==> src/double_ended_queue_defines.svh <==
// Assertion macros for the double-ended queue.
// Both sample on clk_i; the first is masked while rst_ni is low.
`ifndef DOUBLE_ENDED_QUEUE_DEFINES_SVH
`define DOUBLE_ENDED_QUEUE_DEFINES_SVH

`define DQ_ASSERT(lbl, prop, msg) \
  lbl: assert property (@(posedge clk_i) disable iff (!rst_ni) prop) else $error(msg);

// Holds during reset as well.
`define DQ_ASSERT_ALWAYS(lbl, prop, msg) \
  lbl: assert property (@(posedge clk_i) prop) else $error(msg);

`endif

==> src/dq_pkg.sv <==
`timescale 1ns / 1ps
// ----------------------------------------------------------------------------
// dq_pkg
// Shared constants, types and ring helpers for the double-ended queue.
// ----------------------------------------------------------------------------
package dq_pkg;

  localparam int DEPTH   = 16;
  localparam int DATA_W  = 32;
  localparam int VALUE_W = 32;
  localparam int CMD_W   = 3;
  localparam int COUNT_W = 5;
  localparam int STAT_W  = 2;
  localparam int PTR_W   = (DEPTH > 1) ? $clog2(DEPTH) : 1;
  localparam int CNT_W   = $clog2(DEPTH + 1);
  localparam int SUM_W   = PTR_W + 1;

  typedef enum logic [CMD_W-1:0] {
    CMD_QUERY      = 3'd0,
    CMD_PUSH_BACK  = 3'd1,
    CMD_PUSH_FRONT = 3'd2,
    CMD_POP_FRONT  = 3'd3,
    CMD_POP_BACK   = 3'd4
  } cmd_e;

  typedef enum logic [STAT_W-1:0] {
    ST_OK         = 2'd0,
    ST_POP_EMPTY  = 2'd1,
    ST_PUSH_FULL  = 2'd2
  } status_e;

  typedef enum logic [1:0] {
    S_IDLE,
    S_READ,
    S_LOAD
  } state_e;

  // Controller to datapath strobes.
  typedef struct packed {
    logic take;   // apply the accepted command
    logic read;   // fetch front and back entries
    logic load;   // move the result into the output register
  } dq_ctrl_t;

  // (base + offset) modulo DEPTH; base < DEPTH, offset <= DEPTH.
  function automatic logic [PTR_W-1:0] ring_add(input logic [PTR_W-1:0] base,
                                                input logic [CNT_W-1:0] offset);
    logic [SUM_W-1:0] s;
    s = SUM_W'(base) + SUM_W'(offset);
    if (s >= SUM_W'(DEPTH)) begin
      s = s - SUM_W'(DEPTH);
    end
    return PTR_W'(s);
  endfunction

  function automatic logic [DATA_W-1:0] to_store(input logic signed [VALUE_W-1:0] v);
    return DATA_W'(v);
  endfunction

  function automatic logic [VALUE_W-1:0] to_output(input logic [DATA_W-1:0] v);
    logic signed [DATA_W-1:0] s;
    s = v;
    return VALUE_W'(s);
  endfunction

endpackage

==> src/dq_if.sv <==
`timescale 1ns / 1ps
// ----------------------------------------------------------------------------
// dq_in_if / dq_out_if
// Valid/ready channels carrying queue commands and queue results.
// ----------------------------------------------------------------------------
interface dq_in_if import dq_pkg::*; ();
  logic                      valid;
  logic                      ready;
  logic [CMD_W-1:0]          command;
  logic signed [VALUE_W-1:0] value;

  modport source (output valid, command, value, input ready);
  modport sink   (input valid, command, value, output ready);
endinterface

interface dq_out_if import dq_pkg::*; ();
  logic                      valid;
  logic                      ready;
  logic signed [VALUE_W-1:0] front_value;
  logic signed [VALUE_W-1:0] back_value;
  logic [COUNT_W-1:0]        count;
  logic                      is_empty;
  logic [STAT_W-1:0]         status;

  modport source (output valid, front_value, back_value, count, is_empty, status,
                  input ready);
  modport sink   (input valid, front_value, back_value, count, is_empty, status,
                  output ready);
endinterface

==> src/double_ended_queue.sv <==
`timescale 1ns / 1ps
// ----------------------------------------------------------------------------
// double_ended_queue
// Bounded deque of signed values held in a ring, with a per-command report.
// ----------------------------------------------------------------------------
// Usage notes
//  - in_i carries one command (query, push back, push front, pop front,
//    pop back) and a value; a transaction completes when valid and ready
//    are both high. Unused command codes act as a query.
//  - out_o returns exactly one result per input transaction: front and back
//    entries (all ones when empty), entry count, empty flag and status
//    (ok, pop on empty refused, push on full refused).
//  - The result is registered through update and write, ring read and
//    output register load, in that order.
//  - A new transaction is taken only once the previous one has been through
//    the sequence take / read / load around the single-write, two-read ring.
//  - The output register decouples the sides: a new command is taken while
//    an earlier result waits. If the receiver stalls, the next result is
//    held in the read stage until the output register empties.
//  - Reset (rst_ni low, asynchronous) empties the queue: head and count
//    clear at once; ring contents are left as they are and never reported
//    before being written. No clearing pass is needed.
// ----------------------------------------------------------------------------
`include "double_ended_queue_defines.svh"

module double_ended_queue import dq_pkg::*; (
  input  logic    clk_i,
  input  logic    rst_ni,
  dq_in_if.sink   in_i,
  dq_out_if.source out_o
);

  dq_ctrl_t ctrl;

  dq_ctrl u_ctrl (
    .clk_i       (clk_i),
    .rst_ni      (rst_ni),
    .in_valid_i  (in_i.valid),
    .in_ready_o  (in_i.ready),
    .out_valid_o (out_o.valid),
    .out_ready_i (out_o.ready),
    .ctrl_o      (ctrl)
  );

  dq_datapath u_datapath (
    .clk_i         (clk_i),
    .rst_ni        (rst_ni),
    .ctrl_i        (ctrl),
    .command_i     (in_i.command),
    .value_i       (in_i.value),
    .front_value_o (out_o.front_value),
    .back_value_o  (out_o.back_value),
    .count_o       (out_o.count),
    .is_empty_o    (out_o.is_empty),
    .status_o      (out_o.status)
  );

  // Sequencing: a taken transaction is always followed by the ring read.
  `DQ_ASSERT(a_take_then_read, ctrl.take |=> ctrl.read, "ring read did not follow take")

  // No new transaction is taken while a read or load is in flight.
  `DQ_ASSERT_ALWAYS(a_ready_exclusive, in_i.ready |-> !ctrl.read && !ctrl.load,
                    "input ready while a transaction is in flight")

  // Reported count never exceeds the ring size and agrees with the empty flag.
  `DQ_ASSERT(a_count_consistent,
             out_o.valid |-> (out_o.count <= COUNT_W'(DEPTH)) &&
                             (out_o.is_empty == (out_o.count == '0)),
             "reported count inconsistent")

  // An empty queue reports all ones at both ends.
  `DQ_ASSERT(a_empty_ends,
             out_o.valid && out_o.is_empty |->
               (out_o.front_value == '1) && (out_o.back_value == '1),
             "empty queue end values not all ones")

endmodule

==> src/dq_ctrl.sv <==
`timescale 1ns / 1ps
// ----------------------------------------------------------------------------
// dq_ctrl
// Sequencer: take a transaction, read the ring, load the output register.
// ----------------------------------------------------------------------------
module dq_ctrl import dq_pkg::*; (
  input  logic     clk_i,
  input  logic     rst_ni,
  input  logic     in_valid_i,
  output logic     in_ready_o,
  output logic     out_valid_o,
  input  logic     out_ready_i,
  output dq_ctrl_t ctrl_o
);

  state_e state_q, state_d;
  logic   out_valid_q, out_valid_d;

  always_ff @(posedge clk_i or negedge rst_ni) begin
    if (!rst_ni) begin
      state_q     <= S_IDLE;
      out_valid_q <= 1'b0;
    end else begin
      state_q     <= state_d;
      out_valid_q <= out_valid_d;
    end
  end

  always_comb begin
    state_d    = state_q;
    in_ready_o = 1'b0;
    ctrl_o     = '0;
    unique case (state_q)
      S_IDLE: begin
        in_ready_o = 1'b1;
        if (in_valid_i) begin
          ctrl_o.take = 1'b1;
          state_d     = S_READ;
        end
      end
      S_READ: begin
        ctrl_o.read = 1'b1;
        state_d     = S_LOAD;
      end
      S_LOAD: begin
        // wait for the output register to drain
        if (!out_valid_q || out_ready_i) begin
          ctrl_o.load = 1'b1;
          state_d     = S_IDLE;
        end
      end
      default: state_d = S_IDLE;
    endcase

    out_valid_d = out_valid_q;
    if (ctrl_o.load) begin
      out_valid_d = 1'b1;
    end else if (out_ready_i) begin
      out_valid_d = 1'b0;
    end
  end

  assign out_valid_o = out_valid_q;

endmodule

==> src/dq_datapath.sv <==
`timescale 1ns / 1ps
// ----------------------------------------------------------------------------
// dq_datapath
// Ring store, head pointer, entry count and output register.
// ----------------------------------------------------------------------------
module dq_datapath import dq_pkg::*; (
  input  logic                      clk_i,
  input  logic                      rst_ni,
  input  dq_ctrl_t                  ctrl_i,
  input  logic [CMD_W-1:0]          command_i,
  input  logic signed [VALUE_W-1:0] value_i,
  output logic signed [VALUE_W-1:0] front_value_o,
  output logic signed [VALUE_W-1:0] back_value_o,
  output logic [COUNT_W-1:0]        count_o,
  output logic                      is_empty_o,
  output logic [STAT_W-1:0]         status_o
);

  logic [PTR_W-1:0]  head_q, head_d;
  logic [CNT_W-1:0]  count_q, count_d;
  status_e           status_q, status_d;

  logic [DATA_W-1:0] mem_q [DEPTH];
  logic [DATA_W-1:0] rd_front_q, rd_back_q;

  logic [VALUE_W-1:0] front_q, back_q;
  logic [COUNT_W-1:0] count_out_q;
  logic               empty_q;
  logic [STAT_W-1:0]  status_out_q;

  logic [PTR_W-1:0] tail_addr, back_addr, head_dec, head_inc, wr_addr;
  logic             full, empty, wr_en;
  cmd_e             cmd;

  assign full      = (count_q == CNT_W'(DEPTH));
  assign empty     = (count_q == '0);
  assign tail_addr = ring_add(head_q, count_q);
  assign back_addr = empty ? head_q : ring_add(head_q, count_q - CNT_W'(1));
  assign head_inc  = ring_add(head_q, CNT_W'(1));
  assign head_dec  = (head_q == '0) ? PTR_W'(DEPTH - 1) : head_q - PTR_W'(1);
  assign cmd       = cmd_e'(command_i);

  always_comb begin
    head_d   = head_q;
    count_d  = count_q;
    status_d = ST_OK;
    wr_en    = 1'b0;
    wr_addr  = tail_addr;
    unique case (cmd)
      CMD_PUSH_BACK: begin
        if (full) begin
          status_d = ST_PUSH_FULL;
        end else begin
          wr_en   = 1'b1;
          count_d = count_q + CNT_W'(1);
        end
      end
      CMD_PUSH_FRONT: begin
        if (full) begin
          status_d = ST_PUSH_FULL;
        end else begin
          wr_en   = 1'b1;
          wr_addr = head_dec;
          head_d  = head_dec;
          count_d = count_q + CNT_W'(1);
        end
      end
      CMD_POP_FRONT: begin
        if (empty) begin
          status_d = ST_POP_EMPTY;
        end else begin
          head_d  = head_inc;
          count_d = count_q - CNT_W'(1);
        end
      end
      CMD_POP_BACK: begin
        if (empty) begin
          status_d = ST_POP_EMPTY;
        end else begin
          count_d = count_q - CNT_W'(1);
        end
      end
      default: ;  // query and unused codes
    endcase
  end

  always_ff @(posedge clk_i or negedge rst_ni) begin
    if (!rst_ni) begin
      head_q   <= '0;
      count_q  <= '0;
      status_q <= ST_OK;
    end else if (ctrl_i.take) begin
      head_q   <= head_d;
      count_q  <= count_d;
      status_q <= status_d;
    end
  end

  // Ring store: one write port, two registered read ports.
  always_ff @(posedge clk_i) begin
    if (ctrl_i.take && wr_en) begin
      mem_q[wr_addr] <= to_store(value_i);
    end
    if (ctrl_i.read) begin
      rd_front_q <= mem_q[head_q];
      rd_back_q  <= mem_q[back_addr];
    end
  end

  always_ff @(posedge clk_i) begin
    if (ctrl_i.load) begin
      front_q      <= empty ? '1 : to_output(rd_front_q);
      back_q       <= empty ? '1 : to_output(rd_back_q);
      count_out_q  <= COUNT_W'(count_q);
      empty_q      <= empty;
      status_out_q <= status_q;
    end
  end

  assign front_value_o = front_q;
  assign back_value_o  = back_q;
  assign count_o       = count_out_q;
  assign is_empty_o    = empty_q;
  assign status_o      = status_out_q;

endmodule

==> src/flat_wrapper.sv <==
// flat-port wrapper written by rule: the top's interface ports become plain ports
module double_ended_queue_flat import dq_pkg::*;
  (clk_i, rst_ni, in_i_valid, in_i_command, in_i_value, in_i_ready, out_o_valid, out_o_front_value, out_o_back_value, out_o_count, out_o_is_empty, out_o_status, out_o_ready);
  dq_in_if in_i_i ();
  dq_out_if out_o_i ();
  input  logic clk_i;
  input  logic rst_ni;
  input wire logic [$bits(in_i_i.valid)-1:0] in_i_valid;
  input wire logic [$bits(in_i_i.command)-1:0] in_i_command;
  input wire logic [$bits(in_i_i.value)-1:0] in_i_value;
  output wire logic [$bits(in_i_i.ready)-1:0] in_i_ready;
  output wire logic [$bits(out_o_i.valid)-1:0] out_o_valid;
  output wire logic [$bits(out_o_i.front_value)-1:0] out_o_front_value;
  output wire logic [$bits(out_o_i.back_value)-1:0] out_o_back_value;
  output wire logic [$bits(out_o_i.count)-1:0] out_o_count;
  output wire logic [$bits(out_o_i.is_empty)-1:0] out_o_is_empty;
  output wire logic [$bits(out_o_i.status)-1:0] out_o_status;
  input wire logic [$bits(out_o_i.ready)-1:0] out_o_ready;
  assign in_i_i.valid = in_i_valid;
  assign in_i_i.command = in_i_command;
  assign in_i_i.value = in_i_value;
  assign in_i_ready = in_i_i.ready;
  assign out_o_valid = out_o_i.valid;
  assign out_o_front_value = out_o_i.front_value;
  assign out_o_back_value = out_o_i.back_value;
  assign out_o_count = out_o_i.count;
  assign out_o_is_empty = out_o_i.is_empty;
  assign out_o_status = out_o_i.status;
  assign out_o_i.ready = out_o_ready;
  double_ended_queue u_core (.clk_i(clk_i), .rst_ni(rst_ni), .in_i(in_i_i), .out_o(out_o_i));
endmodule
==> config.mk <==
export PLATFORM = sky130hd
export DESIGN_NAME = double_ended_queue_flat
export DESIGN_NICKNAME = d
export VERILOG_FILES = /design/src/dq_pkg.sv /design/src/dq_if.sv /design/src/double_ended_queue.sv /design/src/dq_ctrl.sv /design/src/dq_datapath.sv /design/src/flat_wrapper.sv
export VERILOG_INCLUDE_DIRS = /design/src /design/src/src
export SDC_FILE = /design/constraint.sdc
export NUM_CORES = 1
export LEC_CHECK = 0
export ABC_AREA = 1
export ABC_CLOCK_PERIOD_IN_PS = 8840
export BUFFER_PORTS_ARGS = -buffer_cell sky130_fd_sc_hd__buf_2
export CORE_MARGIN = 10
export CORE_UTILIZATION = 40
export DETAILED_ROUTE_END_ITERATION = 7
export MAX_ROUTING_LAYER = met4
export PLACE_DENSITY = 0.63
export SYNTH_ARGS = -nofsm -noshare
export SYNTH_HDL_FRONTEND = slang
export SYNTH_SLANG_ARGS = --single-unit
==> constraint.sdc <==
create_clock -name clk_i -period 8.84 [get_ports clk_i]
set_clock_uncertainty 0.1 [all_clocks]
set_input_delay 1.326 -clock clk_i [delete_from_list [all_inputs] [get_ports clk_i]]
set_output_delay 1.326 -clock clk_i [all_outputs]
set_load 0.1 [all_outputs]
==> metrics.txt <==
status completed; final antenna-violating net count 0; Synth async-reset ratio 2.11%; CP startpoint kind flip-flop; Post-Syn Area per Cell 9.95 µm²; Hold WC Path Type reg2reg; Synth Cell Area 32,300 µm²; initial antenna violation count 9; RSZ-0062 raised after global routing false; arrival time at the worst endpoint 5.72 ns; die area 92,400 µm²; setup violators final 0; layout cell share with drive strength beyond 1 10.7%; post-CTS sizing 0; area leader, netlist edfxtp_1; CP required 9.11 ns; Tightest Pin Transition 1.21 ns; largest net degree at the start of global routing 208; Hold-fix buffers, CTS 0; Area contributors post-synth edfxtp_1 (60%), nand3_1 (9.3%), nand2_1 (5.7%); via count 24,489; CTS tree yes; Final min period 5.45 ns; final WL 96,900 µm; Most used DFF post-synth edfxtp_1; Core Box Area 80,300 µm²; Final Cycle Share 61.7%; sequential area share after synthesis 61.4%; clk sinks 662; EDFF count, synth 648; Synth-to-Final Area Change 11.3%; Chip Height 304 µm; IO Port Bufs 112; Critical Path Fanout Max 123; drt first-iter violations 2,596; post-synth net total 3,293; Nets 3,296; Crit Path Class reg2reg; YS warnings 0; Max Transition Viols Final 0; Total Neg Setup Slack 0 ns; Initial Utilization 40.2%; worst skew pair latency 0.62 ns; total grt overflow 0; HPWL Detailed 49,000 µm; TritonCTS buffer count 72; Routed wire per std cell 22.2 µm; drc violations 0; Root Buffer clkbuf_16; Via density 5.61; global-route usage over all layers 20.9%; clk slew on worst S/H paths 0.06 ns; slew margin rel. 19.6%; Synth Instances 3,241; routability cong. 0.845; total setup buffers inserted after CTS 0; IO Pins 113; Seq cells post-synth 662; fill count 7,491; Clock Path Buffers 3; global-route wire length before repair 146,000 µm; final hold viol count 0; DRT Pass-1 Iters 8; Max-Cap Viols 0; fmax 183 MHz; Synth top area share 60.3%; Horiz. Die Dim 304 µm; most frequent cells in the layout edfxtp_1 (648), nand3_1 (599), nand2_1 (487); number of distinct library cells after synthesis 32; vias in the first global route 23,338; Final Util 44.7%; row cnt 104; commonest non-fill, non-tap cell in the layout edfxtp_1; Max H-tree Level 3; Setup crit end kind flip-flop
[cell type report]
cell class	instances	area [µm²]	area share, %
antenna	8	20.0	0.0558
clock buffer	89	1920	5.34
clock inverter	37	349	0.972
inverter	477	1800	5.00
multi-input combinational	1876	9760	27.2
sequential	662	19800	55.2
tap	1060	1330	3.69
timing repair buffer	155	921	2.57
[metrics by stage]
step	std cells	setup slack [ns]	hold slack, ns	cell area (µm²)
floorplan	3241	3.84	0.325	32300
global placement	4230	3.60	0.335	33600
detailed placement	4230	3.50	0.345	33600
CTS	4356	3.51	0.357	35900
global route	4363	3.17	0.365	35900
finish	4364	3.39	0.350	35900
[state kept, by name (all words and copies together) (netlist names), 4 cells and up]
name,flops
u_core.u_datapath.front_value_o,32
u_core.u_datapath.count_q,5
u_core.u_datapath.rd_front_q,32
u_core.u_datapath.back_value_o,32
u_core.u_datapath.count_o,5
u_core.u_datapath.mem_q,512
u_core.u_datapath.rd_back_q,32
u_core.u_datapath.head_q,4
[routing by layer]
metal	track usage [%]	vias to the layer above	wire length [µm]
met2	34.0	1236	46200
li1	-	11184	-
met4	9.25	0	3770
met3	3.30	242	8490
met5	-	-	0
met1	25.4	11827	38400
[synth_stat cells (3+ instances only)]
library cell	n
o21ai_2	3
or2_1	5
buf_6	6
nand3_1	599
ha_1	11
nand2_1	491
buf_4	35
inv_1	474
xor2_1	10
dfrtp_1	14
nand4_1	31
or2_2	61
buf_1	16
o211ai_1	129
edfxtp_1	648
a21oi_1	135
nor2_1	93
o21ai_0	198
nand3b_1	65
xnor2_1	4
clkbuf_1	105
inv_2	3
buf_2	63
o31ai_1	32
[worst paths after layout]
kind | slack, ns | end | start | cells past startpoint
max in group asynchronous | 7.83 | u_core.u_datapath.head_q[0] | rst_ni | 1
worst min register to register | 0.35 | u_core.u_datapath.status_o[0] | u_core.u_datapath.status_q[0] | 0
min in group asynchronous | 0.52 | u_core.u_datapath.head_q[0] | rst_ni | 1
worst max-delay path | 3.39 | u_core.u_datapath.rd_back_q[23] | u_core.u_datapath.head_q[0] | 11
worst max register to register | 3.39 | u_core.u_datapath.rd_back_q[23] | u_core.u_datapath.head_q[0] | 11
worst min-delay path | 0.35 | u_core.u_datapath.status_o[0] | u_core.u_datapath.status_q[0] | 0
[cell families (layout without fill, tap and decap cells)]
kind of cell | count (synthesis) | count (layout) | share of synthesized area (%)
AOI/OAI and AO/OA | 498 | 498 | 9.02
xor gates and xnor gates | 14 | 14 | 0.380
other | 0 | 8 | 0
DFF | 662 | 662 | 61.4
adders and majority gates | 13 | 13 | 0.551
muxes | 1 | 1 | 0.0349
and+or+nand+nor | 1350 | 1350 | 19.6
buffers and inverters | 703 | 758 | 8.98
[critical path, cell delays in order, from the launching register on]
cell and delay (ns):
dfrtp_4 0.74, inv_6 0.71, buf_4 0.67, nand4_1 0.17
buf_4 0.51, nand2_4 0.69, buf_4 0.90, nand2_1 0.12
nand3_1 0.13, nand3_1 0.08, nand3_1 0.12, nand2_1 0.06
Power is left out: the tool's default activity adds up to more than one toggle a clock period on the data nets, which glitch-free logic cannot reach.
